===== src/rtl/haptic_pulse_train_sequencer_defines.svh =====
// Assertion macros shared by the pulse train sequencer RTL.
// Used by hpts_window and hpts_seq; depends on nothing else.
`ifndef HAPTIC_PULSE_TRAIN_SEQUENCER_DEFINES_SVH
`define HAPTIC_PULSE_TRAIN_SEQUENCER_DEFINES_SVH

// The property must hold in the same cycle as the condition.
`define HPTS_ASSERT_NOW(label, clk, rst, cond, prop, msg) \
   label: assert property (@(posedge clk) disable iff (rst) (cond) |-> (prop)) \
      else $error(msg);

// The property must hold in the cycle after the condition.
`define HPTS_ASSERT_NEXT(label, clk, rst, cond, prop, msg) \
   label: assert property (@(posedge clk) disable iff (rst) (cond) |=> (prop)) \
      else $error(msg);

`endif


===== src/rtl/hpts_pkg.sv =====
// Package for the haptic pulse train sequencer: widths, register indexes,
// reset values and the request, result, stage and configuration structs.
// Has no dependencies.
`timescale 1ns / 1ps
`default_nettype none

package hpts_pkg;

   localparam int TICK_MS_PER_SECOND = 1000;

   localparam int DUR_W       = 16;
   localparam int COUNT_W     = 8;
   localparam int HOLD_W      = 8;
   localparam int AMP_W       = 8;
   localparam int PWR_W       = 8;
   localparam int TIME_W      = 32;
   localparam int CSR_DATA_W  = 16;
   localparam int CSR_INDEX_W = 3;

   localparam int TICK_W    = $clog2(TICK_MS_PER_SECOND + 1);
   localparam int HOLD_MS_W = HOLD_W + TICK_W;
   localparam int PROD_W    = DUR_W + COUNT_W;
   localparam int WIN_MAX   = 2 * ((2 ** COUNT_W) - 1) * ((2 ** DUR_W) - 1)
                              + ((2 ** HOLD_W) - 1) * TICK_MS_PER_SECOND
                              + ((2 ** DUR_W) - 1);
   localparam int WIN_W     = $clog2(WIN_MAX + 1);

   localparam logic CMD_START = 1'b0;
   localparam logic CMD_TICK  = 1'b1;

   typedef enum logic [CSR_INDEX_W-1:0] {
      CSR_MIN_DURATION,
      CSR_MAX_DURATION,
      CSR_MAX_GAP,
      CSR_MAX_REPEAT,
      CSR_MAX_HOLD,
      CSR_DRIVE_AMPLITUDE,
      CSR_GUARD,
      CSR_POWERUP
   } csr_index_type;

   localparam logic [DUR_W-1:0]   RST_MIN_DURATION    = 16'd10;
   localparam logic [DUR_W-1:0]   RST_MAX_DURATION    = 16'd2000;
   localparam logic [DUR_W-1:0]   RST_MAX_GAP         = 16'd2000;
   localparam logic [COUNT_W-1:0] RST_MAX_REPEAT      = 8'd10;
   localparam logic [HOLD_W-1:0]  RST_MAX_HOLD        = 8'd30;
   localparam logic [AMP_W-1:0]   RST_DRIVE_AMPLITUDE = 8'h7F;
   localparam logic [DUR_W-1:0]   RST_GUARD           = 16'd500;
   localparam logic [PWR_W-1:0]   RST_POWERUP         = 8'h05;

   typedef struct packed {
      logic [DUR_W-1:0]   min_duration_ms;
      logic [DUR_W-1:0]   max_duration_ms;
      logic [DUR_W-1:0]   max_gap_ms;
      logic [COUNT_W-1:0] max_repeat_count;
      logic [HOLD_W-1:0]  max_hold_seconds;
      logic [AMP_W-1:0]   drive_amplitude;
      logic [DUR_W-1:0]   guard_ms;
      logic [PWR_W-1:0]   powerup_ms;
   } cfg_type;

   typedef struct packed {
      logic               command;
      logic [DUR_W-1:0]   pulse_ms;
      logic [COUNT_W-1:0] pulse_count;
      logic [DUR_W-1:0]   gap_ms;
      logic [HOLD_W-1:0]  hold_seconds;
   } req_type;

   typedef struct packed {
      logic             accepted;
      logic [AMP_W-1:0] drive_level;
      logic             driver_powered;
      logic             driver_realtime;
      logic             running;
      logic             active;
   } rsp_type;

   typedef struct packed {
      logic                 command;
      logic                 ok;
      logic [DUR_W-1:0]     pulse_ms;
      logic [COUNT_W-1:0]   pulse_count;
      logic [DUR_W-1:0]     gap_ms;
      logic [HOLD_MS_W-1:0] hold_ms;
      logic [WIN_W-1:0]     win_base;
   } stage_type;

endpackage

`default_nettype wire


===== src/rtl/hpts_window.sv =====
// Front pipeline of the sequencer: limit checks and window products in the
// first stage, window sum in the second. Depends on hpts_pkg and the defines.
`timescale 1ns / 1ps
`default_nettype none
`include "haptic_pulse_train_sequencer_defines.svh"

module hpts_window (
   input  logic               clock,
   input  logic               reset,
   input  hpts_pkg::cfg_type  cfg,
   input  logic               in_valid,
   output logic               in_ready,
   input  hpts_pkg::req_type  in_data,
   output logic               out_valid,
   input  logic               out_ready,
   output hpts_pkg::stage_type out_data
);

   typedef struct packed {
      logic                           command;
      logic                           ok;
      logic [hpts_pkg::DUR_W-1:0]     pulse_ms;
      logic [hpts_pkg::COUNT_W-1:0]   pulse_count;
      logic [hpts_pkg::DUR_W-1:0]     gap_ms;
      logic [hpts_pkg::HOLD_MS_W-1:0] hold_ms;
      logic [hpts_pkg::PROD_W-1:0]    pulse_prod;
      logic [hpts_pkg::PROD_W-1:0]    gap_prod;
   } s1_type;

   logic                         v1_ff;
   logic                         v2_ff;
   s1_type                       s1_ff;
   s1_type                       s1_in;
   hpts_pkg::stage_type          s2_ff;
   hpts_pkg::stage_type          s2_in;
   logic                         ready2;
   logic [hpts_pkg::COUNT_W-1:0] gap_count;

   assign ready2   = !v2_ff || out_ready;
   assign in_ready = !v1_ff || ready2;

   always_comb begin
      gap_count = (in_data.pulse_count != '0) ?
                  in_data.pulse_count - hpts_pkg::COUNT_W'(1) : '0;

      s1_in.command     = in_data.command;
      s1_in.ok          = (in_data.pulse_ms >= cfg.min_duration_ms) &&
                          (in_data.pulse_ms <= cfg.max_duration_ms) &&
                          (in_data.pulse_count != '0) &&
                          (in_data.pulse_count <= cfg.max_repeat_count) &&
                          (in_data.gap_ms <= cfg.max_gap_ms) &&
                          (in_data.hold_seconds <= cfg.max_hold_seconds);
      s1_in.pulse_ms    = in_data.pulse_ms;
      s1_in.pulse_count = in_data.pulse_count;
      s1_in.gap_ms      = in_data.gap_ms;
      s1_in.hold_ms     = hpts_pkg::HOLD_MS_W'(in_data.hold_seconds) *
                          hpts_pkg::HOLD_MS_W'(hpts_pkg::TICK_MS_PER_SECOND);
      s1_in.pulse_prod  = hpts_pkg::PROD_W'(in_data.pulse_count) *
                          hpts_pkg::PROD_W'(in_data.pulse_ms);
      s1_in.gap_prod    = hpts_pkg::PROD_W'(gap_count) *
                          hpts_pkg::PROD_W'(in_data.gap_ms);
   end

   always_comb begin
      s2_in.command     = s1_ff.command;
      s2_in.ok          = s1_ff.ok;
      s2_in.pulse_ms    = s1_ff.pulse_ms;
      s2_in.pulse_count = s1_ff.pulse_count;
      s2_in.gap_ms      = s1_ff.gap_ms;
      s2_in.hold_ms     = s1_ff.hold_ms;
      s2_in.win_base    = hpts_pkg::WIN_W'(s1_ff.pulse_prod) +
                          hpts_pkg::WIN_W'(s1_ff.gap_prod) +
                          hpts_pkg::WIN_W'(s1_ff.hold_ms);
   end

   always_ff @(posedge clock) begin
      if (reset) begin
         v1_ff <= 1'b0;
         v2_ff <= 1'b0;
      end else begin
         if (in_ready) begin
            v1_ff <= in_valid;
         end
         if (ready2) begin
            v2_ff <= v1_ff;
         end
      end
      if (in_ready && in_valid) begin
         s1_ff <= s1_in;
      end
      if (ready2 && v1_ff) begin
         s2_ff <= s2_in;
      end
   end

   assign out_valid = v2_ff;
   assign out_data  = s2_ff;

   `HPTS_ASSERT_NEXT(a_s1_holds, clock, reset, v1_ff && !ready2, v1_ff && $stable(s1_ff), "first stage lost a stalled request")
   `HPTS_ASSERT_NEXT(a_s2_holds, clock, reset, v2_ff && !out_ready, v2_ff && $stable(s2_ff), "second stage lost a stalled request")

endmodule

`default_nettype wire


===== src/rtl/hpts_seq.sv =====
// Sequencer state stage: pending slot, phase counters, stay-awake deadline
// and the result register. Depends on hpts_pkg and the defines header.
`timescale 1ns / 1ps
`default_nettype none
`include "haptic_pulse_train_sequencer_defines.svh"

module hpts_seq (
   input  logic                clock,
   input  logic                reset,
   input  hpts_pkg::cfg_type   cfg,
   input  logic                in_valid,
   output logic                in_ready,
   input  hpts_pkg::stage_type in_data,
   output logic                rsp_valid,
   input  logic                rsp_ready,
   output hpts_pkg::rsp_type   rsp_data
);

   typedef enum logic [1:0] {PH_IDLE, PH_POWERUP, PH_PULSE, PH_GAP} phase_type;

   typedef struct packed {
      phase_type                    phase;
      logic [hpts_pkg::DUR_W-1:0]   left;
      logic [hpts_pkg::COUNT_W-1:0] pulses;
      logic                         finished;
   } run_type;

   function automatic run_type begin_pulse(input logic [hpts_pkg::COUNT_W-1:0] count,
                                           input logic [hpts_pkg::DUR_W-1:0]   pulse,
                                           input logic [hpts_pkg::DUR_W-1:0]   gap);
      run_type                      r;
      logic [hpts_pkg::COUNT_W-1:0] rest;
      rest       = count - hpts_pkg::COUNT_W'(1);
      r.pulses   = rest;
      r.finished = 1'b0;
      if (pulse != '0) begin
         r.phase = PH_PULSE;
         r.left  = pulse;
      end else if ((gap != '0) && (rest != '0)) begin
         r.phase = PH_GAP;
         r.left  = gap;
      end else begin
         r.phase    = PH_IDLE;
         r.left     = '0;
         r.finished = 1'b1;
      end
      return r;
   endfunction

   // Walks through every phase whose time has run out; a zero pulse with
   // a zero gap collapses the remaining pulses at once.
   function automatic run_type advance(input run_type                    cur,
                                       input logic [hpts_pkg::DUR_W-1:0] pulse,
                                       input logic [hpts_pkg::DUR_W-1:0] gap);
      run_type r;
      r          = cur;
      r.finished = 1'b0;
      if ((cur.phase != PH_IDLE) && (cur.left == '0)) begin
         unique case (cur.phase)
            PH_POWERUP: begin
               if (cur.pulses != '0) begin
                  r = begin_pulse(cur.pulses, pulse, gap);
               end else begin
                  r.phase    = PH_IDLE;
                  r.finished = 1'b1;
               end
            end
            PH_PULSE: begin
               if (cur.pulses == '0) begin
                  r.phase    = PH_IDLE;
                  r.finished = 1'b1;
               end else if (gap != '0) begin
                  r.phase = PH_GAP;
                  r.left  = gap;
               end else begin
                  r = begin_pulse(cur.pulses, pulse, gap);
               end
            end
            PH_GAP: begin
               r = begin_pulse(cur.pulses, pulse, gap);
            end
            PH_IDLE: begin
               r = cur;
            end
         endcase
      end
      return r;
   endfunction

   function automatic logic later_than(input logic [hpts_pkg::WIN_W-1:0]  x,
                                       input logic [hpts_pkg::TIME_W-1:0] rel);
      logic [hpts_pkg::TIME_W-1:0] diff;
      diff = hpts_pkg::TIME_W'(x) - rel;
      return (diff != '0) && !diff[hpts_pkg::TIME_W-1];
   endfunction

   // The deadline is kept relative to the millisecond clock.
   logic [hpts_pkg::TIME_W-1:0]    rel_ff;
   logic [hpts_pkg::TIME_W-1:0]    rel_in;
   logic                           busy_ff;
   logic                           busy_in;
   logic                           slot_valid_ff;
   logic                           slot_valid_in;
   phase_type                      phase_ff;
   logic [hpts_pkg::DUR_W-1:0]     left_ff;
   logic [hpts_pkg::COUNT_W-1:0]   pulses_ff;
   run_type                        run_in;
   logic                           rsp_valid_ff;
   hpts_pkg::rsp_type              rsp_ff;
   hpts_pkg::rsp_type              rsp_in;

   logic [hpts_pkg::DUR_W-1:0]     slot_pulse_ff;
   logic [hpts_pkg::COUNT_W-1:0]   slot_count_ff;
   logic [hpts_pkg::DUR_W-1:0]     slot_gap_ff;
   logic [hpts_pkg::HOLD_MS_W-1:0] slot_hold_ff;
   logic [hpts_pkg::WIN_W-1:0]     slot_win_ff;
   logic [hpts_pkg::DUR_W-1:0]     cur_pulse_ff;
   logic [hpts_pkg::DUR_W-1:0]     cur_gap_ff;
   logic [hpts_pkg::HOLD_MS_W-1:0] cur_hold_ff;

   logic                           fire;
   logic                           tick;
   logic                           acc;
   logic                           pickup;
   logic                           load_slot;
   logic                           finish1;
   logic                           finish2;
   run_type                        run_now;
   run_type                        run_dec;
   run_type                        run1;
   run_type                        run2;
   logic [hpts_pkg::DUR_W-1:0]     src_pulse;
   logic [hpts_pkg::COUNT_W-1:0]   src_count;
   logic [hpts_pkg::DUR_W-1:0]     src_gap;
   logic [hpts_pkg::HOLD_MS_W-1:0] src_hold;
   logic [hpts_pkg::WIN_W-1:0]     src_win;
   logic [hpts_pkg::WIN_W-1:0]     x_win;
   logic [hpts_pkg::WIN_W-1:0]     x1;
   logic [hpts_pkg::WIN_W-1:0]     x3;
   logic                           e1;
   logic                           g1;
   logic                           g2;
   logic                           g3;
   logic [hpts_pkg::TIME_W-1:0]    rel_base;

   assign in_ready = !rsp_valid_ff || rsp_ready;
   assign fire     = in_valid && in_ready;

   always_comb begin
      tick      = (in_data.command == hpts_pkg::CMD_TICK);
      acc       = !tick && in_data.ok && !slot_valid_ff;
      load_slot = acc && (phase_ff != PH_IDLE);

      run_now = '{phase: phase_ff, left: left_ff, pulses: pulses_ff, finished: 1'b0};
      run_dec = run_now;
      if ((phase_ff != PH_IDLE) && (left_ff != '0)) begin
         run_dec.left = left_ff - hpts_pkg::DUR_W'(1);
      end
      run1 = tick ? advance(run_dec, cur_pulse_ff, cur_gap_ff) : run_now;

      src_pulse = tick ? slot_pulse_ff : in_data.pulse_ms;
      src_count = tick ? slot_count_ff : in_data.pulse_count;
      src_gap   = tick ? slot_gap_ff   : in_data.gap_ms;
      src_hold  = tick ? slot_hold_ff  : in_data.hold_ms;
      src_win   = tick ? slot_win_ff   : in_data.win_base;

      pickup = tick ? ((run1.phase == PH_IDLE) && slot_valid_ff)
                    : (acc && (phase_ff == PH_IDLE));
      run2   = advance('{phase: PH_POWERUP, left: hpts_pkg::DUR_W'(cfg.powerup_ms),
                         pulses: src_count, finished: 1'b0}, src_pulse, src_gap);
      run_in = pickup ? run2 : run1;

      finish1 = tick && run1.finished;
      finish2 = pickup && run2.finished;

      busy_in = busy_ff;
      if (finish1) begin
         busy_in = 1'b0;
      end
      if (acc || pickup) begin
         busy_in = 1'b1;
      end
      if (finish2) begin
         busy_in = 1'b0;
      end

      slot_valid_in = slot_valid_ff;
      if (load_slot) begin
         slot_valid_in = 1'b1;
      end else if (tick && pickup) begin
         slot_valid_in = 1'b0;
      end

      // Up to three deadline raises per request, applied in order.
      x_win    = src_win + hpts_pkg::WIN_W'(cfg.guard_ms);
      x1       = tick ? hpts_pkg::WIN_W'(cur_hold_ff) : x_win;
      e1       = tick ? finish1 : acc;
      x3       = hpts_pkg::WIN_W'(src_hold);
      rel_base = tick ? rel_ff - hpts_pkg::TIME_W'(1) : rel_ff;

      g1 = e1 && later_than(x1, rel_base);
      g2 = pickup && (g1 ? (x_win > x1) : later_than(x_win, rel_base));
      g3 = finish2 && (g2 ? (x3 > x_win) :
                       g1 ? (x3 > x1) : later_than(x3, rel_base));

      priority if (g3) begin
         rel_in = hpts_pkg::TIME_W'(x3);
      end else if (g2) begin
         rel_in = hpts_pkg::TIME_W'(x_win);
      end else if (g1) begin
         rel_in = hpts_pkg::TIME_W'(x1);
      end else begin
         rel_in = rel_base;
      end

      rsp_in.accepted        = acc;
      rsp_in.drive_level     = (run_in.phase == PH_PULSE) ? cfg.drive_amplitude : '0;
      rsp_in.driver_powered  = (run_in.phase != PH_IDLE);
      rsp_in.driver_realtime = (run_in.phase == PH_PULSE) || (run_in.phase == PH_GAP);
      rsp_in.running         = busy_in;
      rsp_in.active          = busy_in ||
                               ((rel_in != '0) && !rel_in[hpts_pkg::TIME_W-1]);
   end

   always_ff @(posedge clock) begin
      if (reset) begin
         rsp_valid_ff  <= 1'b0;
         rel_ff        <= '0;
         busy_ff       <= 1'b0;
         slot_valid_ff <= 1'b0;
         phase_ff      <= PH_IDLE;
         left_ff       <= '0;
         pulses_ff     <= '0;
      end else begin
         if (in_ready) begin
            rsp_valid_ff <= in_valid;
         end
         if (fire) begin
            rel_ff        <= rel_in;
            busy_ff       <= busy_in;
            slot_valid_ff <= slot_valid_in;
            phase_ff      <= run_in.phase;
            left_ff       <= run_in.left;
            pulses_ff     <= run_in.pulses;
            rsp_ff        <= rsp_in;
            if (load_slot) begin
               slot_pulse_ff <= in_data.pulse_ms;
               slot_count_ff <= in_data.pulse_count;
               slot_gap_ff   <= in_data.gap_ms;
               slot_hold_ff  <= in_data.hold_ms;
               slot_win_ff   <= in_data.win_base;
            end
            if (pickup) begin
               cur_pulse_ff <= src_pulse;
               cur_gap_ff   <= src_gap;
               cur_hold_ff  <= src_hold;
            end
         end
      end
   end

   assign rsp_valid = rsp_valid_ff;
   assign rsp_data  = rsp_ff;

   `HPTS_ASSERT_NOW(a_slot_needs_run, clock, reset, slot_valid_ff, busy_ff && (phase_ff != PH_IDLE), "pending request held while nothing runs")
   `HPTS_ASSERT_NOW(a_phase_busy, clock, reset, phase_ff != PH_IDLE, busy_ff, "driver phase active without running flag")
   `HPTS_ASSERT_NEXT(a_reject_keeps, clock, reset, fire && !tick && !acc, $stable(rel_ff) && $stable(busy_ff) && $stable(phase_ff) && $stable(slot_valid_ff), "rejected start changed the state")

endmodule

`default_nettype wire


===== src/rtl/haptic_pulse_train_sequencer.sv =====
// Top level of the haptic pulse train sequencer: configuration registers
// and the two pipeline parts. Depends on hpts_pkg, hpts_window, hpts_seq.
//
// Usage: each request on req_ is either a start (command 0, with pulse
// time, pulse count, gap and hold seconds) or a 1 ms tick (command 1).
// Every request yields exactly one result on rsp_, in request order, with
// the accepted flag, drive level, driver power and mode, running and active.
// A request passes a check stage and a window stage, and the state stage
// registers its result in the output register. One request per cycle is
// taken in steady state while rsp_ready stays high; the pipeline stages and
// the single state stage that updates the slot, phase counters and deadline
// set that rate. When the receiver holds rsp_ready low the result waits in
// the output register while the front stages keep filling; req_ready drops
// only when every stage is full. The csr_ port writes one configuration
// register per cycle. Synchronous reset restores the register defaults,
// empties the pipeline, clears the pending slot and leaves the driver idle
// with time at zero.
`timescale 1ns / 1ps
`default_nettype none

module haptic_pulse_train_sequencer (
   input  logic                                clock,
   input  logic                                reset,
   input  logic                                req_valid,
   output logic                                req_ready,
   input  hpts_pkg::req_type                   req_payload,
   output logic                                rsp_valid,
   input  logic                                rsp_ready,
   output hpts_pkg::rsp_type                   rsp_payload,
   input  logic                                csr_wr_en,
   input  logic [hpts_pkg::CSR_INDEX_W-1:0]    csr_index,
   input  logic [hpts_pkg::CSR_DATA_W-1:0]     csr_wdata
);

   hpts_pkg::cfg_type   cfg_ff;
   hpts_pkg::cfg_type   cfg_in;
   logic                mid_valid;
   logic                mid_ready;
   hpts_pkg::stage_type mid_data;

   always_comb begin
      cfg_in = cfg_ff;
      if (csr_wr_en) begin
         unique case (hpts_pkg::csr_index_type'(csr_index))
            hpts_pkg::CSR_MIN_DURATION:
               cfg_in.min_duration_ms = csr_wdata[hpts_pkg::DUR_W-1:0];
            hpts_pkg::CSR_MAX_DURATION:
               cfg_in.max_duration_ms = csr_wdata[hpts_pkg::DUR_W-1:0];
            hpts_pkg::CSR_MAX_GAP:
               cfg_in.max_gap_ms = csr_wdata[hpts_pkg::DUR_W-1:0];
            hpts_pkg::CSR_MAX_REPEAT:
               cfg_in.max_repeat_count = csr_wdata[hpts_pkg::COUNT_W-1:0];
            hpts_pkg::CSR_MAX_HOLD:
               cfg_in.max_hold_seconds = csr_wdata[hpts_pkg::HOLD_W-1:0];
            hpts_pkg::CSR_DRIVE_AMPLITUDE:
               cfg_in.drive_amplitude = csr_wdata[hpts_pkg::AMP_W-1:0];
            hpts_pkg::CSR_GUARD:
               cfg_in.guard_ms = csr_wdata[hpts_pkg::DUR_W-1:0];
            hpts_pkg::CSR_POWERUP:
               cfg_in.powerup_ms = csr_wdata[hpts_pkg::PWR_W-1:0];
         endcase
      end
   end

   always_ff @(posedge clock) begin
      if (reset) begin
         cfg_ff.min_duration_ms  <= hpts_pkg::RST_MIN_DURATION;
         cfg_ff.max_duration_ms  <= hpts_pkg::RST_MAX_DURATION;
         cfg_ff.max_gap_ms       <= hpts_pkg::RST_MAX_GAP;
         cfg_ff.max_repeat_count <= hpts_pkg::RST_MAX_REPEAT;
         cfg_ff.max_hold_seconds <= hpts_pkg::RST_MAX_HOLD;
         cfg_ff.drive_amplitude  <= hpts_pkg::RST_DRIVE_AMPLITUDE;
         cfg_ff.guard_ms         <= hpts_pkg::RST_GUARD;
         cfg_ff.powerup_ms       <= hpts_pkg::RST_POWERUP;
      end else begin
         cfg_ff <= cfg_in;
      end
   end

   hpts_window u_window (
      .clock     (clock),
      .reset     (reset),
      .cfg       (cfg_ff),
      .in_valid  (req_valid),
      .in_ready  (req_ready),
      .in_data   (req_payload),
      .out_valid (mid_valid),
      .out_ready (mid_ready),
      .out_data  (mid_data)
   );

   hpts_seq u_seq (
      .clock     (clock),
      .reset     (reset),
      .cfg       (cfg_ff),
      .in_valid  (mid_valid),
      .in_ready  (mid_ready),
      .in_data   (mid_data),
      .rsp_valid (rsp_valid),
      .rsp_ready (rsp_ready),
      .rsp_data  (rsp_payload)
   );

endmodule

`default_nettype wire

===== config.mk =====
export PLATFORM = sky130hd
export DESIGN_NAME = haptic_pulse_train_sequencer
export DESIGN_NICKNAME = d
export VERILOG_FILES = /design/src/rtl/hpts_pkg.sv /design/src/rtl/hpts_window.sv /design/src/rtl/hpts_seq.sv /design/src/rtl/haptic_pulse_train_sequencer.sv
export VERILOG_INCLUDE_DIRS = /design/src /design/src/rtl
export SDC_FILE = /design/constraint.sdc
export NUM_CORES = 2
export LEC_CHECK = 0
export ABC_AREA = 1
export BUFFER_PORTS_ARGS = -buffer_cell sky130_fd_sc_hd__buf_4
export CORE_UTILIZATION = 60
export CTS_CLUSTER_SIZE = 25
export DETAILED_ROUTE_END_ITERATION = 8
export PLACE_DENSITY_LB_ADDON = 0.1
export SLEW_MARGIN = 25
export SYNTH_ARGS = -nofsm -noshare
export SYNTH_HDL_FRONTEND = slang
export SYNTH_SLANG_ARGS = --single-unit
export TNS_END_PERCENT = 10

===== constraint.sdc =====
create_clock -name clock -period 8.4 [get_ports clock]
set_input_delay 0 -clock clock [delete_from_list [all_inputs] [get_ports clock]]
set_output_delay 0 -clock clock [all_outputs]
set_load 0.01 [all_outputs]

==> results.json <==
{
  "cpMaxStageDelayCell": "edfxtp_1",
  "clockBufferDepth": 3,
  "yosys.area.top_type_share_pct": 24.37,
  "holdCritStartpoint": "req_payload[4]",
  "post_cts_buffers": 0,
  "p_switching_mw": 5.535,
  "drt-vias-per-instance": 5.734,
  "multi_input_area_um2": 23690,
  "cellPowerDensity_nw_per_um2": 280.7,
  "r2r_cells": 48,
  "gp_routability_congestion": 1.030,
  "cts-root-buf": "clkbuf_16",
  "ys_ff_latch": 488,
  "power.internal_mw": 6.966,
  "clk_latency_ns": 0.61,
  "clk_pin_slew_ns": 0.06,
  "p_seq_share_pct": 26.1,
  "maxCapViolCount": 0,
  "cts_max_level": 2,
  "antenna_found_initial": 2,
  "pwr-share-comb_pct": 54.6,
  "hpwlAfterDp_um": 93920,
  "dr_total_vias": 35330,
  "syn_area_um2": 40540,
  "path_common_cell": "nand2_1",
  "crit_path_start": "u_window.out_data[85]$_DFFE_PP_",
  "synth.most_common_cell": "nand2_1",
  "core-area_um2": 66330,
  "fin_util_pct": 67.14,
  "hold_class": "in2reg",
  "fin_setup_tns_ns": 0,
  "nFillCells": 5632,
  "slew_viol_final": 0,
  "grt-ovfl-total": 0,
  "cts.sinks": 488,
  "grt_pass1_wl_um": 188200,
  "drt-pass1-iter-count": 7,
  "critPathMaxStageDelay_ns": 0.58,
  "cp-end-kind": "register",
  "max-vdd-ir-drop_v": 0.0003835,
  "holdWs_ns": 0.05414,
  "route.detailed.drc": 0,
  "synth-edff-count": 329,
  "skew_ns": 0.02032,
  "r2r-end": "u_seq.rsp_data[0]$_DFFE_PP_",
  "slew_headroom_pct": 29.37,
  "worst_slew_pin_slew_ns": 1.056,
  "cts_tree": "yes",
  "pin_count": 88,
  "path_max_fanout": 50,
  "ys_warn_count": 0,
  "crit_required_ns": 8.73,
  "detail-route-antenna-nets": 0,
  "period_needed_ns": 7.488,
  "p_clk_share_pct": 19.3,
  "fmax_mhz": 133.6,
  "die-area_um2": 68620,
  "hold_viol": 0,
  "drt_iter0_markers": 3706,
  "placementRows": 94,
  "die_w_um": 261.9,
  "syn-num-nets": 5755,
  "grt_start_max_net_pins": 111,
  "r2r-start": "u_window.out_data[85]$_DFFE_PP_",
  "synthFlopType": "edfxtp_1",
  "avgSynthCellArea_um2": 7.885,
  "drive_above_1_share_pct": 6.099,
  "crit_path_end": "u_seq.rsp_data[0]$_DFFE_PP_",
  "path_class": "reg2reg",
  "r2r_slack_ns": 0.91,
  "synth_area_leaders": "edfxtp_1, ha_1, nand2_1, fa_1, dfxtp_1",
  "start_util_pct": 61.12,
  "seq_area_frac_synth_pct": 32.22,
  "io_buffers": 87,
  "post_synth_num_cell_types": 65,
  "swShare_pct": 44.28,
  "grt_usage_pct": 35.74,
  "register_area_um2": 13060,
  "async_reset_ff_share_pct": 0,
  "wl_per_cell_um": 19.65,
  "wirelength_um": 121100,
  "rsz0062_at_grt": "no",
  "synth_commonest_cells": "nand2_1, inv_1, nor2_1, ha_1, edfxtp_1",
  "p_leak_nw": 21.39,
  "first_global_vias": 33790,
  "syn_inst": 5142,
  "period_share_pct": 89.14,
  "arrival_ns": 7.82,
  "yosysTopAreaCell": "edfxtp_1",
  "cts_made_buffers": 53,
  "status": "finished clean",
  "die_h_um": 261.9,
  "final_nets": 5864,
  "area_growth_pct": 9.857,
  "setup-violations-final": 0,
  "start_kind": "register"
}
-- worst min-delay path by stage --
stage,end,cells past startpoint
detailed placement,u_window.s1_ff[107]$_DFFE_PP_,1
global placement,u_window.s1_ff[107]$_DFFE_PP_,1
finish,u_window.s1_ff[55]$_DFFE_PP_,3
CTS,cfg_ff[7]$_SDFFE_PP0P_,4
global route,u_window.s1_ff[55]$_DFFE_PP_,3
floorplan,u_window.s1_ff[100]$_DFFE_PP_,0
-- per-stage QoR --
| stage | cell area, µm² | cells | total power [mW] | setup slack, ns |
|---|---|---|---|---|
| after floorplan | 40540 | 5142 | 8.058 | 0.8434 |
| after global placement | 42010 | 5991 | 9.902 | 0.9731 |
| after detailed placement | 42010 | 5991 | 10.01 | 0.8837 |
| after CTS | 44530 | 6160 | 12.46 | 0.8545 |
| after global routing | 44540 | 6160 | 13.39 | 0.05854 |
| final | 44540 | 6161 | 12.50 | 0.9123 |
-- critical path: cells and delay by family, from the launching register on --
family                     cells  cell delay, ns
xor gates and xnor gates       1            0.52
and+or+nand+nor               28            2.42
AOI/OAI and AO/OA              7            1.34
DFF                            1            0.58
adders and majority gates      3            0.99
buffers and inverters          9            1.34
-- metal layers --
metal | track usage (%) | routed length (µm) | share of wire [%] | vias up
met5 | 0 | 0 | 0 | -
met4 | 15.43 | 5673 | 4.7 | 0
met3 | 5.382 | 9819 | 8.1 | 275
met2 | 57.29 | 54520 | 45 | 1404
met1 | 48.25 | 51040 | 42 | 16520
li1 | - | - | - | 17130
-- area by class of cell --
cell class	instances	area share (%)
sequential	488	29.33
multi-input combinational	3658	53.19
tap	864	2.427
clock buffer	64	3.256
antenna	1	0.005618
clock inverter	36	0.8428
timing repair buffer	197	3.745
inverter	853	7.208
-- registers in the layout, indices dropped and copies added, names as in the netlist, 26 cells and up --
name,cells
cfg_ff,96
u_seq.rel_ff,32
u_seq.slot_win_ff,26
u_window.out_data,83
u_window.s1_ff,105
-- layout by cell type, fill, tap and decap left out, types with 10 or more instances in the layout --
master / Yosys / layout
clkinv_1: 11 / 17
buf_4: 2 / 126
xor2_1: 140 / 140
dfxtp_1: 159 / 159
nor4_1: 24 / 24
dlygate4sd3_1: 0 / 69
a21oi_1: 311 / 310
o221ai_1: 19 / 19
o21ai_0: 307 / 305
o211ai_1: 101 / 101
xnor2_1: 53 / 53
nand3_1: 237 / 237
clkinv_2: 0 / 15
fa_1: 195 / 195
nand4_1: 86 / 86
edfxtp_1: 329 / 329
nor3_1: 51 / 50
inv_1: 830 / 827
ha_1: 345 / 345
o21bai_1: 21 / 21
inv_2: 12 / 10
nand3b_1: 11 / 11
nand2_1: 1137 / 1137
clkbuf_16: 0 / 55
o21ai_1: 27 / 29
or2_2: 50 / 50
a31oi_1: 15 / 15
nor2_1: 410 / 408
a21o_1: 12 / 12
-- power by group through the flow --
stage / Clock, mW / Combinational (mW) / Sequential, mW
6_report: 2.41 / 6.83 / 3.26
5_1_grt: 2.53 / 7.57 / 3.29
4_1_cts: 2.44 / 6.76 / 3.27
3_5_place_dp: 0 / 6.69 / 3.31
3_3_place_gp: 0 / 6.59 / 3.31
2_1_floorplan: 0 / 4.80 / 3.25
-- cell families (layout without fill, tap and decap cells) --
family / after synthesis / in the layout / share of synthesized area [%]
and+or+nand+nor: 2053 / 2053 / 21.59
AOI/OAI and AO/OA: 866 / 866 / 12.14
other: 0 / 1 / 0
xor gates and xnor gates: 194 / 194 / 4.237
DFF: 488 / 488 / 32.22
buffers and inverters: 996 / 1150 / 9.416
adders and majority gates: 540 / 540 / 20.28
muxes: 5 / 5 / 0.1235
-- repair_timing --
action,in CTS,in global routing
hold endpoints to repair,153,0
hold buffers,69,0
resized for setup,0,3
endpoints found under the setup margin,0,1
Power figures use the tool's default switching activity.
